### config.mk
export PLATFORM = sky130hd
export DESIGN_NAME = pci_cell
export DESIGN_NICKNAME = d
export VERILOG_FILES = /design/src/rtl/pci_pkg.sv /design/src/rtl/pci_cell.sv
export SDC_FILE = /design/constraint.sdc
export NUM_CORES = 1
export LEC_CHECK = 0
export BUFFER_PORTS_ARGS = -buffer_cell sky130_fd_sc_hd__buf_2
export CORE_AREA = 3 3 88 90
export DETAILED_ROUTE_END_ITERATION = 6
export DIE_AREA = 0 0 91 93
export PLACE_DENSITY_LB_ADDON = 0.05
export SLEW_MARGIN = 20
export SYNTH_ARGS = -nofsm -noshare
export SYNTH_HDL_FRONTEND = slang
export SYNTH_SLANG_ARGS = --single-unit
export TNS_END_PERCENT = 1
### constraint.sdc
create_clock -name clk -period 4.3 [get_ports clk]
set_input_delay 0.86 -clock clk [delete_from_list [all_inputs] [get_ports clk]]
set_output_delay 0.86 -clock clk [all_outputs]
set_load 0.01 [all_outputs]
### src/rtl/pci_pkg.sv
// Shared types and constants for the palette color indexer.
`default_nettype none

package pci_pkg;

  localparam int CHAN_W  = 8;
  localparam int COLOR_W = 3 * CHAN_W;
  localparam int INDEX_W = 8;
  localparam int COUNT_W = 9;

  typedef logic [CHAN_W-1:0]  chan_t;
  typedef logic [COLOR_W-1:0] color_t;
  typedef logic [INDEX_W-1:0] index_t;
  typedef logic [COUNT_W-1:0] count_t;

  typedef struct packed {
    logic   active;
    color_t color;
    logic   done;
    logic   added;
    index_t index;
  } token_t;

endpackage

`default_nettype wire

### src/rtl/pci_cell.sv
// One palette cell: holds one entry and compares or appends the passing search token.
`default_nettype none

module pci_cell import pci_pkg::*; #(
  parameter int CELL_INDEX = 0,
  parameter int CNT_W      = 9
) (
  input  logic             clk,
  input  logic             rst,
  input  logic             advance,
  input  logic [CNT_W-1:0] count,
  input  token_t           tok_in,
  output token_t           tok_out
);

  color_t entry;
  token_t tok_next;
  logic   searching;
  logic   hit;
  logic   append;

  always_comb begin
    searching = tok_in.active && !tok_in.done;
    hit       = searching && (CNT_W'(CELL_INDEX) < count) && (entry == tok_in.color);
    append    = searching && (CNT_W'(CELL_INDEX) == count);
    tok_next  = tok_in;
    if (hit || append) begin
      tok_next.done  = 1'b1;
      tok_next.index = INDEX_W'(CELL_INDEX);
    end
    if (append) begin
      tok_next.added = 1'b1;
    end
  end

  always_ff @(posedge clk) begin
    if (rst) begin
      tok_out.active <= 1'b0;
    end else if (advance) begin
      tok_out <= tok_next;
    end
  end

  always_ff @(posedge clk) begin
    if (advance && append) begin
      entry <= tok_in.color;
    end
  end

endmodule

`default_nettype wire

======== Word-level counts from Yosys, hierarchy flattened ========
Cells that the tools add are included.
Widths: inputs -> output; s select.
word-level totals
  word-level logic and storage cells ...... 18
  output and inout port bits .............. 35
  flip-flop bits (word level) ............. 59
  input port bits ......................... 47
cells by class
  equality and inequality tests ........... 1
  bitwise gates (word level) .............. 1
  $lt $le $gt $ge ......................... 1
  reductions and logical operators ........ 9
operators with widths
  cell                number
  $eq 24x24->1        1
  $logic_not 9->1     1
  $lt 1x9->1 const A  1
  $logic_and 1x1->1   5
  $reduce_and 2->1    1
  $logic_not 1->1     1
  $logic_or 1x1->1    1
  $not 1->1           1

======== Longest topological paths before layout ========
Gate-level depths: netlist of the first run.
  depth in word-level cells ............... 5
  gate-level depth with buffers ........... 5
  mapped depth without buffers ............ 5

======== Worst setup path before layout of the first run ========
OpenSTA, ideal clock, no wires.
  path type ............................... input-to-reg
  from .................................... in rst
  to ...................................... reg tok_out[0] (netlist bit), enable pin
  setup time .............................. 0.430 ns
  setup slack ............................. 1.470 ns
  buffers on the path ..................... 0
  cell stages on the path ................. 1
  arrival ................................. 2.400 ns
  data required time ...................... 3.870 ns
  path through ............................ nor2b_1
on the way
  word-level cells in the longest chain between the ends .. 2
RTL lines
  item                               line            RTL
  start: declaration                 pci_cell.sv:9   input logic rst,
  $not 1->1 (no source line)         n/a
  $reduce_and 2->1 (no source line)  n/a
  end signal: assignment             pci_cell.sv:40  tok_out <= tok_next;
  end: declaration                   pci_cell.sv:13  output token_t tok_out
No other way between the ends.
A chain may end at the register's enable or synchronous reset.

======== Final worst setup path of the first run ========
  from .................................... in count[5]
  to ...................................... reg entry[1], enable pin
on the way
  word-level cells in the longest chain between the ends .. 3
RTL lines
  item                    line            RTL
  start: declaration      pci_cell.sv:11  input logic [CNT_W-1:0] count,
  $logic_not 9->1         pci_cell.sv:25  append = searching && (CNT_W'(CELL_INDEX) == count);
  $logic_and 1x1->1       pci_cell.sv:25
  $logic_and 1x1->1       pci_cell.sv:45  if (advance && append) begin
  end signal: assignment  pci_cell.sv:46  entry <= tok_in.color;
  end: declaration        pci_cell.sv:16  color_t entry;
No other way between the ends.

==> run_results.csv, run 1 <==
group,metric,value,unit
logic_synthesis,postSynthAreaPerCell,19.7,sq um
logic_synthesis,syn_nets,159,
clock_tree,post_cts_buffers,0,
flow_run,max_cap_viol_count,0,
timing,period_share,59.1,%
cells_and_area,mostFrequentLayoutCell,"buf_2",
timing,max_freq,394,MHz
cells_and_area,drive_gt1_share,47.1,%
timing,relSlewSlack,35.4,%
clock_tree,cts_tree,"built",
timing,hold_viol,0,
clock_tree,numCtsBuffers,9,
timing,finalCriticalPeriod,2.54,ns
grt,grt_pass1_vias,1376,
logic_synthesis,yosys_warnings,0,
logic_synthesis,synth-seq-cells,59,
grt,antenna_found_initial,0,
logic_synthesis,synth_area,2210,sq um
critical_path,path_class,"in -> reg",
route,antenna_left,0,
run_status,status,"finished clean",
floorplanning,dieArea,8460,sq um
timing,setup-tns-final,0,ns
worst_hold_path,hold_end,"tok_out[34]$_SDFFE_PP0P_",
power_and_ir_drop,p_sw,0.000254,W
clock_tree,clk_latency,0.33,ns
critical_path,reg2reg_depth,5,
critical_path,required,4.32,ns
logic_synthesis,netlist.area_leader.share,78.9,%
cells_and_area,area_growth,31.6,%
grt,met2_usage,15.9,%
critical_path,worstPathCellList,"buf_2 -> nor4_2 -> nand3_1 -> nor3b_2 -> and2_1 -> buf_4",
route,drc,0,
worst_hold_path,min_from,"tok_out[34]$_SDFFE_PP0P_",
route,first_pass_iters,4,
timing,drv_slew,0,
placed_design,dp_hpwl,3.15,mm
critical_path,crit_family,"simple AND/OR/NAND/NOR gates",
floorplanning,start_util,30.9,%
power_and_ir_drop,p_seq_share,57.3,%
logic_synthesis,yosys.cell_types.count,19,
clock_tree,clock_sinks,59,
grt,grt_pass1_wl,6.86,mm
timing,rsz0062_at_grt,"false",
clock_tree,cts_hold_buf,0,
power_and_ir_drop,vdd_ir_drop_max,0.000158,V
critical_path,reg2reg_slack,2.53,ns
clock_tree,path_clk_slew,0.06,ns
critical_path,worst-path-max-fanout,13,
critical_path,end_kind,"flop",
grt,grt_max_degree,35,
power_and_ir_drop,swShare,22.0,%
clock_tree,cts-root-buf,"clkbuf_8",
critical_path,max_stage_delay,0.52,ns
clock_tree,htree_levels,3,
grt,busiest_layer,"met2",
placed_design,port_buffers,81,
critical_path,cp_slowest_cell,"and2_1",
clock_tree,cts_resized,0,
timing,worst_pin_slew,0.967,ns
power_and_ir_drop,p_clk_share,35.0,%
timing,finalClockSkew,0.00405,ns
critical_path,timing.rr.start,"entry[7]$_DFFE_PP_",
floorplanning,die_w,91,um
cells_and_area,nFillCells,694,
logic_synthesis,yosysTopAreaCell,"edfxtp_1",
route,vias_per_cell,4.17,
route,totalWireLength,4.29,mm
placed_design,place_congestion,0.708,
route,avgRoutedWirePerCell,13.9,um
logic_synthesis,ys_seq_area_share,79.8,%
worst_hold_path,hold_class,"reg -> reg",
grt,gr-usage-met3,4.91,%
grt,grt_usage,10.8,%
grt,overflow,0,
clock_tree,cts_buffer_depth,2,
placed_design,place_area,2750,sq um
grt,grt_util_met1,13.0,%
cells_and_area,finalNetCount,252,
floorplanning,core_region_area,7140,sq um
critical_path,startpoint_type,"input pin",
cells_and_area,diodes,0,
critical_path,critPathBufInv,2,
route,first_iter_violations,49,
floorplanning,io_pins,82,
timing,setup_violations,0,
cells_and_area,final_cell_mix,"buf_2, edfxtp_1, xnor2_1",
power_and_ir_drop,combPwrFrac,7.7,%
critical_path,arrival,2.56,ns
power_and_ir_drop,leakage,1.08,nW
cells_and_area,fin_util,40.7,%
power_and_ir_drop,power.internal,0.000902,W
floorplanning,die_h,93,um
floorplanning,fp-row-count,31,
route,dr_total_vias,1289,
worst_hold_path,hold_depth,2,
logic_synthesis,synth_area_leaders,"edfxtp_1, xnor2_1, and2_1",
critical_path,worst_r2r_endpoint,"tok_out[6]$_SDFFCE_PP0P_",
cells_and_area,fin_area,2900,sq um
power_and_ir_drop,p_per_area,398,nW/um^2
logic_synthesis,syn_inst,112,
==> synth_stat cells (all sizes together) <==
| master | number |
|---|---|
| nand2b | 1 |
| nand4 | 5 |
| nor2b | 1 |
| xnor2 | 21 |
| nor2 | 3 |
| nor4 | 2 |
| dfxtp | 1 |
| nand3b | 1 |
| a41oi | 1 |
| nor3b | 1 |
| nor3 | 2 |
| or2 | 1 |
| xor2 | 3 |
| and2 | 9 |
| nand3 | 1 |
| edfxtp | 58 |
| mux2i | 1 |
==> kinds of logic after synthesis <==
kind of cell	Yosys count	synth area share, %
compound gates	1	1.25
xor+xnor	24	9.52
simple gates	27	8.96
flops	59	79.8
mux	1	0.454
==> how the worst max path moves through the flow <==
stage	depth (start not counted)	endpoint	start
detailed placement	6	entry[7]$_DFFE_PP_	count[5]
CTS	6	entry[22]$_DFFE_PP_	count[5]
finish	6	entry[1]$_DFFE_PP_	count[5]
global placement	6	entry[8]$_DFFE_PP_	count[5]
floorplan	1	tok_out[0]$_SDFFCE_PP0P_	rst
global route	6	entry[10]$_DFFE_PP_	count[5]
==> worst register-to-register path, stage by stage (launching register included) <==
cell and delay, ns:
edfxtp_1 0.37, xnor2_1 0.17, nand4_1 0.16, nor4_4 0.38
a41oi_4 0.22, and2_1 0.22
==> power groups by stage <==
stage          Clock, W  Combinational, W  Sequential, W
2_1_floorplan         0         0.0000219       0.000688
3_3_place_gp          0         0.0000910       0.000674
3_5_place_dp          0         0.0000921       0.000674
4_1_cts        0.000422         0.0000921       0.000662
5_1_grt        0.000448         0.0000987       0.000663
6_report       0.000404         0.0000895       0.000662
==> state kept, by name, summed over array words and instances (netlist names) <==
| register | flops |
|---|---|
| entry | 24 |
| tok_out | 35 |
==> final cells by class <==
type                       instances  area, sq um  area share [%]
tap                               99          124            4.27
sequential                        59         1760            60.7
clock buffer                      12          135            4.65
multi-input combinational         53          453            15.6
clock inverter                     4         17.5           0.603
timing repair buffer              82          413            14.2
==> routing by layer <==
metal | wire length (um) | share of wire (%)
met5 | 0 | 0
met4 | 88 | 2.0
met3 | 395 | 9.2
met2 | 1960 | 46
met1 | 1850 | 43
==> per-stage QoR <==
stage | total power (W) | cells | hold WS [ns] | setup WS, ns
6_report | 0.00116 | 309 | 0.522 | 1.76
5_1_grt | 0.00121 | 309 | 0.563 | 1.64
4_1_cts | 0.00118 | 309 | 0.513 | 1.75
3_5_place_dp | 0.000766 | 293 | 0.494 | 1.39
3_3_place_gp | 0.000765 | 293 | 0.480 | 1.46
2_1_floorplan | 0.000710 | 112 | 0.528 | 1.47
Note: power is estimated with default switching activity, not from simulation.
==> inputs of run 2 (changes only) <==
- clock period: 4.3 -> 2.18 ns (I/O delays scaled with it)
==> run 2 against run 1 <==
Non-clock buffer count rose by 2. Routed wire length barely moved. Global-route usage down 0.27 points. Combinational power up 100%. Die area unchanged. Sequential power grew 96%. Worst setup slack got worse by 1.3 ns. Sequential cell count stayed put. Clock power grew to 2.6 times the previous value.
==> run_results.csv, run 2 (synthesis gave the netlist of run 1 again) <==
group,metric,value,unit
placed_design,port_buffers,81,
power_and_ir_drop,p_sw,0.000520,W
cells_and_area,finalNetCount,254,
power_and_ir_drop,p_clk_share,41.5,%
timing,setup_violations,0,
cells_and_area,largestRegisters,"tok_out x35, entry x24",
critical_path,startpoint_type,"flop",
cells_and_area,nFillCells,702,
cells_and_area,diodes,0,
timing,hold_viol,0,
route,antenna_left,0,
run_status,status,"finished clean",
cells_and_area,final_cell_mix,"buf_2, edfxtp_1, xnor2_1",
critical_path,end_kind,"flop",
worst_hold_path,hold_class,"in -> reg",
timing,period_share,80.0,%
critical_path,reg2reg_slack,0.44,ns
floorplanning,core_region_area,7140,sq um
clock_tree,cts_resized,0,
grt,grt_usage,10.5,%
power_and_ir_drop,power.internal,0.00202,W
power_and_ir_drop,vdd_ir_drop_max,0.000381,V
clock_tree,htree_levels,3,
route,first_iter_violations,37,
critical_path,timing.rr.start,"entry[7]$_DFFE_PP_",
clock_tree,clk_latency,0.33,ns
floorplanning,fp-row-count,31,
route,dr_total_vias,1277,
floorplanning,io_pins,82,
cells_and_area,largest_reg_flops,35,
critical_path,setup.worst_path.start,"entry[7]$_DFFE_PP_",
grt,grt_max_degree,25,
cells_and_area,area_growth,35.9,%
clock_tree,path_clk_slew,0.07,ns
critical_path,crit_end,"tok_out[2]$_SDFFCE_PP0P_",
clock_tree,cts_buffer_depth,2,
cells_and_area,drive_gt1_share,49.5,%
timing,worst_pin_slew,0.378,ns
timing,finalClockSkew,0.00699,ns
critical_path,path_class,"reg -> reg",
critical_path,arrival,1.83,ns
critical_path,worst-path-max-fanout,9,
grt,overflow,0,
critical_path,worst_r2r_endpoint,"tok_out[2]$_SDFFCE_PP0P_",
clock_tree,cts_tree,"built",
clock_tree,cts_hold_buf,0,
timing,drv_slew,0,
cells_and_area,largest-register,"tok_out",
route,vias_per_cell,4.11,
power_and_ir_drop,p_seq_share,51.4,%
floorplanning,start_util,30.9,%
critical_path,required,2.26,ns
timing,finalCriticalPeriod,1.74,ns
clock_tree,post_cts_buffers,0,
route,first_pass_iters,4,
timing,relSlewSlack,74.8,%
route,drc,0,
clock_tree,clock_sinks,59,
grt,antenna_found_initial,0,
route,totalWireLength,4.30,mm
critical_path,reg2reg_depth,5,
power_and_ir_drop,swShare,20.5,%
placed_design,place_area,2790,sq um
flow_run,max_cap_viol_count,0,
route,avgRoutedWirePerCell,13.8,um
power_and_ir_drop,leakage,1.12,nW
timing,fin_ws,0.435,ns
grt,grt_pass1_wl,6.68,mm
clock_tree,cts-root-buf,"clkbuf_8",
placed_design,place_ws,0.192,ns
floorplanning,dieArea,8460,sq um
placed_design,dp_hpwl,3.12,mm
power_and_ir_drop,combPwrFrac,7.1,%
floorplanning,die_w,91,um
floorplanning,die_h,93,um
grt,grt_pass1_vias,1340,
cells_and_area,fin_area,3000,sq um
cells_and_area,mostFrequentLayoutCell,"buf_2",
placed_design,place_congestion,0.692,
cells_and_area,fin_util,42.0,%
power_and_ir_drop,p_total,0.00254,W
power_and_ir_drop,p_per_area,845,nW/um^2
timing,rsz0062_at_grt,"false",
timing,max_freq,573,MHz
clock_tree,numCtsBuffers,9,
timing,setup-tns-final,0,ns
==> run 2: cell count changes in the layout (fill, tap and decap cells not counted), sizes merged <==
| cell | previous run | this run |
|---|---|---|
| buf | 82 | 84 |
| bufinv | 0 | 2 |
| clkbuf | 12 | 10 |
==> run 2: power groups by stage <==
stage                     clock network [W]  registers [W]  logic [W]
after floorplan                           0        0.00136  0.0000435
after global placement                    0        0.00133   0.000183
after detailed placement                  0        0.00133   0.000185
after CTS                           0.00109        0.00130   0.000186
after global routing                0.00113        0.00131   0.000198
final                               0.00105        0.00130   0.000180
==> run 2: worst min-delay path by stage <==
stage	from	to	depth (start not counted)
finish	rst	tok_out[34]$_SDFFE_PP0P_	2
global route	rst	tok_out[34]$_SDFFE_PP0P_	2
CTS	rst	tok_out[34]$_SDFFE_PP0P_	2
detailed placement	tok_out[34]$_SDFFE_PP0P_	tok_out[34]$_SDFFE_PP0P_	2
global placement	tok_out[34]$_SDFFE_PP0P_	tok_out[34]$_SDFFE_PP0P_	2
floorplan	rst	tok_out[34]$_SDFFE_PP0P_	1
==> run 2: worst max-delay path, stage by stage, from the launching register on <==
cell,delay (ns)
edfxtp_1,0.38
xnor2_1,0.16
nand4_1,0.16
nor4_4,0.36
a41oi_4,0.22
and2_1,0.21
==> run 2: layer usage <==
metal | vias to the layer above | track usage [%] | wire length (um)
met2 | 59 | 15.8 | 2020
met5 | - | 0 | 0
met4 | 0 | 5.65 | 97
met1 | 592 | 12.8 | 1800
li1 | 616 | - | -
met3 | 10 | 4.51 | 372
==> run 2: metrics by stage <==
step                      cells  hold slack [ns]
after global routing        311            0.302
after detailed placement    295            0.503
after CTS                   311            0.291
after global placement      295            0.481
after floorplan             112            0.508
final                       311            0.304
==> run 2: area by class of cell <==
cell class	instances	area (sq um)	share of cell area, %
Sequential cell	59	1760	58.7
Multi-Input combinational cell	53	453	15.1
Timing Repair Buffer	84	453	15.1
Clock buffer	10	128	4.26
Tap cell	99	124	4.13
Clock inverter	6	80.1	2.67
==> inputs of run 3 (changes only) <==
- clock period: 2.18 -> 1.5 ns (I/O delays scaled with it)
==> run 3 against run 2 <==
The run now ends with negative setup slack left. Routed wire length rose by 3.2%. Final area rose by 5.0%. Sequential power up 46%. Combinational power up 65%. Critical path type unchanged. Largest cell class unchanged.
==> run_results.csv, run 3 (synthesis gave the netlist of run 1 again) <==
group,metric,value,unit
route,dr_total_vias,1327,
grt,overflow,0,
power_and_ir_drop,leakage,1.22,nW
clock_tree,cts_hold_buf,0,
grt,gr-usage-met3,5.39,%
timing,rsz0062_at_grt,"true",
route,antenna_left,0,
clock_tree,htree_levels,3,
power_and_ir_drop,p_per_area,1110,nW/um^2
critical_path,startpoint_type,"flop",
clock_tree,clock_sinks,59,
grt,antenna_found_initial,0,
placed_design,place_congestion,0.692,
cells_and_area,finalNetCount,277,
clock_tree,cts-root-buf,"clkbuf_8",
critical_path,arrival,1.77,ns
timing,period_share,113,%
placed_design,dp_hpwl,3.35,mm
grt,busiest_layer,"met2",
critical_path,worst-path-max-fanout,9,
route,drc,0,
floorplanning,dieArea,8460,sq um
cells_and_area,final_cell_mix,"buf_2, edfxtp_1, buf_4",
critical_path,worst_r2r_endpoint,"tok_out[3]$_SDFFCE_PP0P_",
run_status,failed_checks,"negative setup slack",
flow_run,max_cap_viol_count,0,
timing,hold_slack,0.186,ns
critical_path,timing.rr.start,"entry[22]$_DFFE_PP_",
cells_and_area,largest-register,"tok_out",
route,first_iter_violations,20,
worst_hold_path,min_from,"rst",
cells_and_area,largestRegisters,"tok_out x35, entry x24",
floorplanning,die_w,91,um
run_status,status,"finished with violations",
worst_hold_path,hold_depth,2,
clock_tree,numCtsBuffers,9,
power_and_ir_drop,vdd_ir_drop_max,0.000565,V
route,first_pass_iters,4,
worst_hold_path,hold_class,"in -> reg",
floorplanning,die_h,93,um
placed_design,place_area,2960,sq um
timing,hold_viol,0,
grt,grt_pass1_vias,1393,
clock_tree,cts_tree,"built",
clock_tree,cts_buffer_depth,2,
timing,finalClockSkew,0.00486,ns
cells_and_area,fin_area,3150,sq um
critical_path,reg2reg_depth,5,
route,avgRoutedWirePerCell,13.3,um
floorplanning,fp-row-count,31,
critical_path,reg2reg_slack,-0.20,ns
grt,met2_usage,16.2,%
critical_path,end_kind,"flop",
worst_hold_path,hold_end,"tok_out[34]$_SDFFE_PP0P_",
timing,max_freq,589,MHz
grt,grt_max_degree,18,
cells_and_area,nFillCells,702,
timing,drv_slew,0,
critical_path,required,1.58,ns
cells_and_area,diodes,0,
floorplanning,io_pins,82,
floorplanning,start_util,30.9,%
critical_path,path_class,"reg -> reg",
timing,fin_ws,-0.197,ns
timing,finalCriticalPeriod,1.70,ns
critical_path,setup.worst_path.start,"entry[22]$_DFFE_PP_",
cells_and_area,area_growth,42.6,%
grt,grt_usage,10.8,%
placed_design,port_buffers,81,
clock_tree,path_clk_slew,0.06,ns
power_and_ir_drop,p_total,0.00350,W
cells_and_area,mostFrequentLayoutCell,"buf_2",
grt,grt_pass1_wl,6.82,mm
floorplanning,core_region_area,7140,sq um
timing,setup_violations,9,
grt,grt_util_met1,12.7,%
timing,relSlewSlack,81.9,%
route,totalWireLength,4.43,mm
cells_and_area,drive_gt1_share,53.8,%
cells_and_area,largest_reg_flops,35,
timing,worst_pin_slew,0.270,ns
clock_tree,clk_latency,0.32,ns
route,vias_per_cell,3.98,
==> run 3: cell types whose count changed in the layout (fill, tap and decap cells not counted), sizes merged <==
| cell | change |
|---|---|
| buf | +23 |
| bufinv | -1 |
| clkbuf | +1 |
| clkinv | -1 |
==> run 3: layout make-up <==
class	count	area, sq um	share of cell area [%]
Clock buffer	11	131	4.17
Timing Repair Buffer	107	626	19.9
Clock inverter	4	42.5	1.35
Multi-Input combinational cell	53	463	14.7
Sequential cell	59	1760	56.0
Tap cell	99	124	3.93
==> run 3: what timing repair did <==
item | 4_1_cts | 5_1_grt
endpoints found under the setup margin | 9 | 9
setup buffers | 0 | 1
gates cloned | 0 | 0
pin swaps | 1 | 4
gates resized for setup | 0 | 1
endpoints found under the hold margin | 0 | 0
==> run 3: metrics by stage <==
step | TNS, ns | std cells | utilization (%) | setup WS [ns]
2_1_floorplan | -9.29 | 112 | - | -0.179
3_3_place_gp | -8.66 | 317 | 41.5 | -0.315
3_5_place_dp | -9.49 | 317 | 41.5 | -0.349
4_1_cts | -1.99 | 332 | 43.9 | -0.245
5_1_grt | -2.84 | 333 | 44.1 | -0.323
6_report | -1.64 | 333 | 44.1 | -0.197
==> run 3: worst max-delay path: stages, from the launching register on <==
cell      delay (ns)
edfxtp_1        0.38
xnor2_1         0.16
nand4_1         0.17
nor4_4          0.34
a41oi_4         0.20
and2_1          0.21
==> run 3: how the worst max path moves through the flow <==
| stage | depth (start not counted) | endpoint | slack, ns |
|---|---|---|---|
| after detailed placement | 6 | tok_out[6]$_SDFFCE_PP0P_ | -0.35 |
| after floorplan | 4 | entry[0]$_DFFE_PP_ | -0.18 |
| after global placement | 6 | tok_out[0]$_SDFFCE_PP0P_ | -0.32 |
| after CTS | 5 | tok_out[3]$_SDFFCE_PP0P_ | -0.25 |
| final | 5 | tok_out[3]$_SDFFCE_PP0P_ | -0.20 |
| after global routing | 5 | tok_out[2]$_SDFFCE_PP0P_ | -0.32 |
==> run 3: per-layer routing <==
metal	part of all wire, %	vias to the layer above
met5	0	-
met4	1.2	0
met3	9.0	7
met2	48	48
met1	41	614
li1	-	658
==> run 3: power by group <==
group	internal, W	switching [W]
Sequential	0.00188	0.0000146
Combinational	0.000152	0.000145
Clock	0.000745	0.000563
Total	0.00278	0.000722
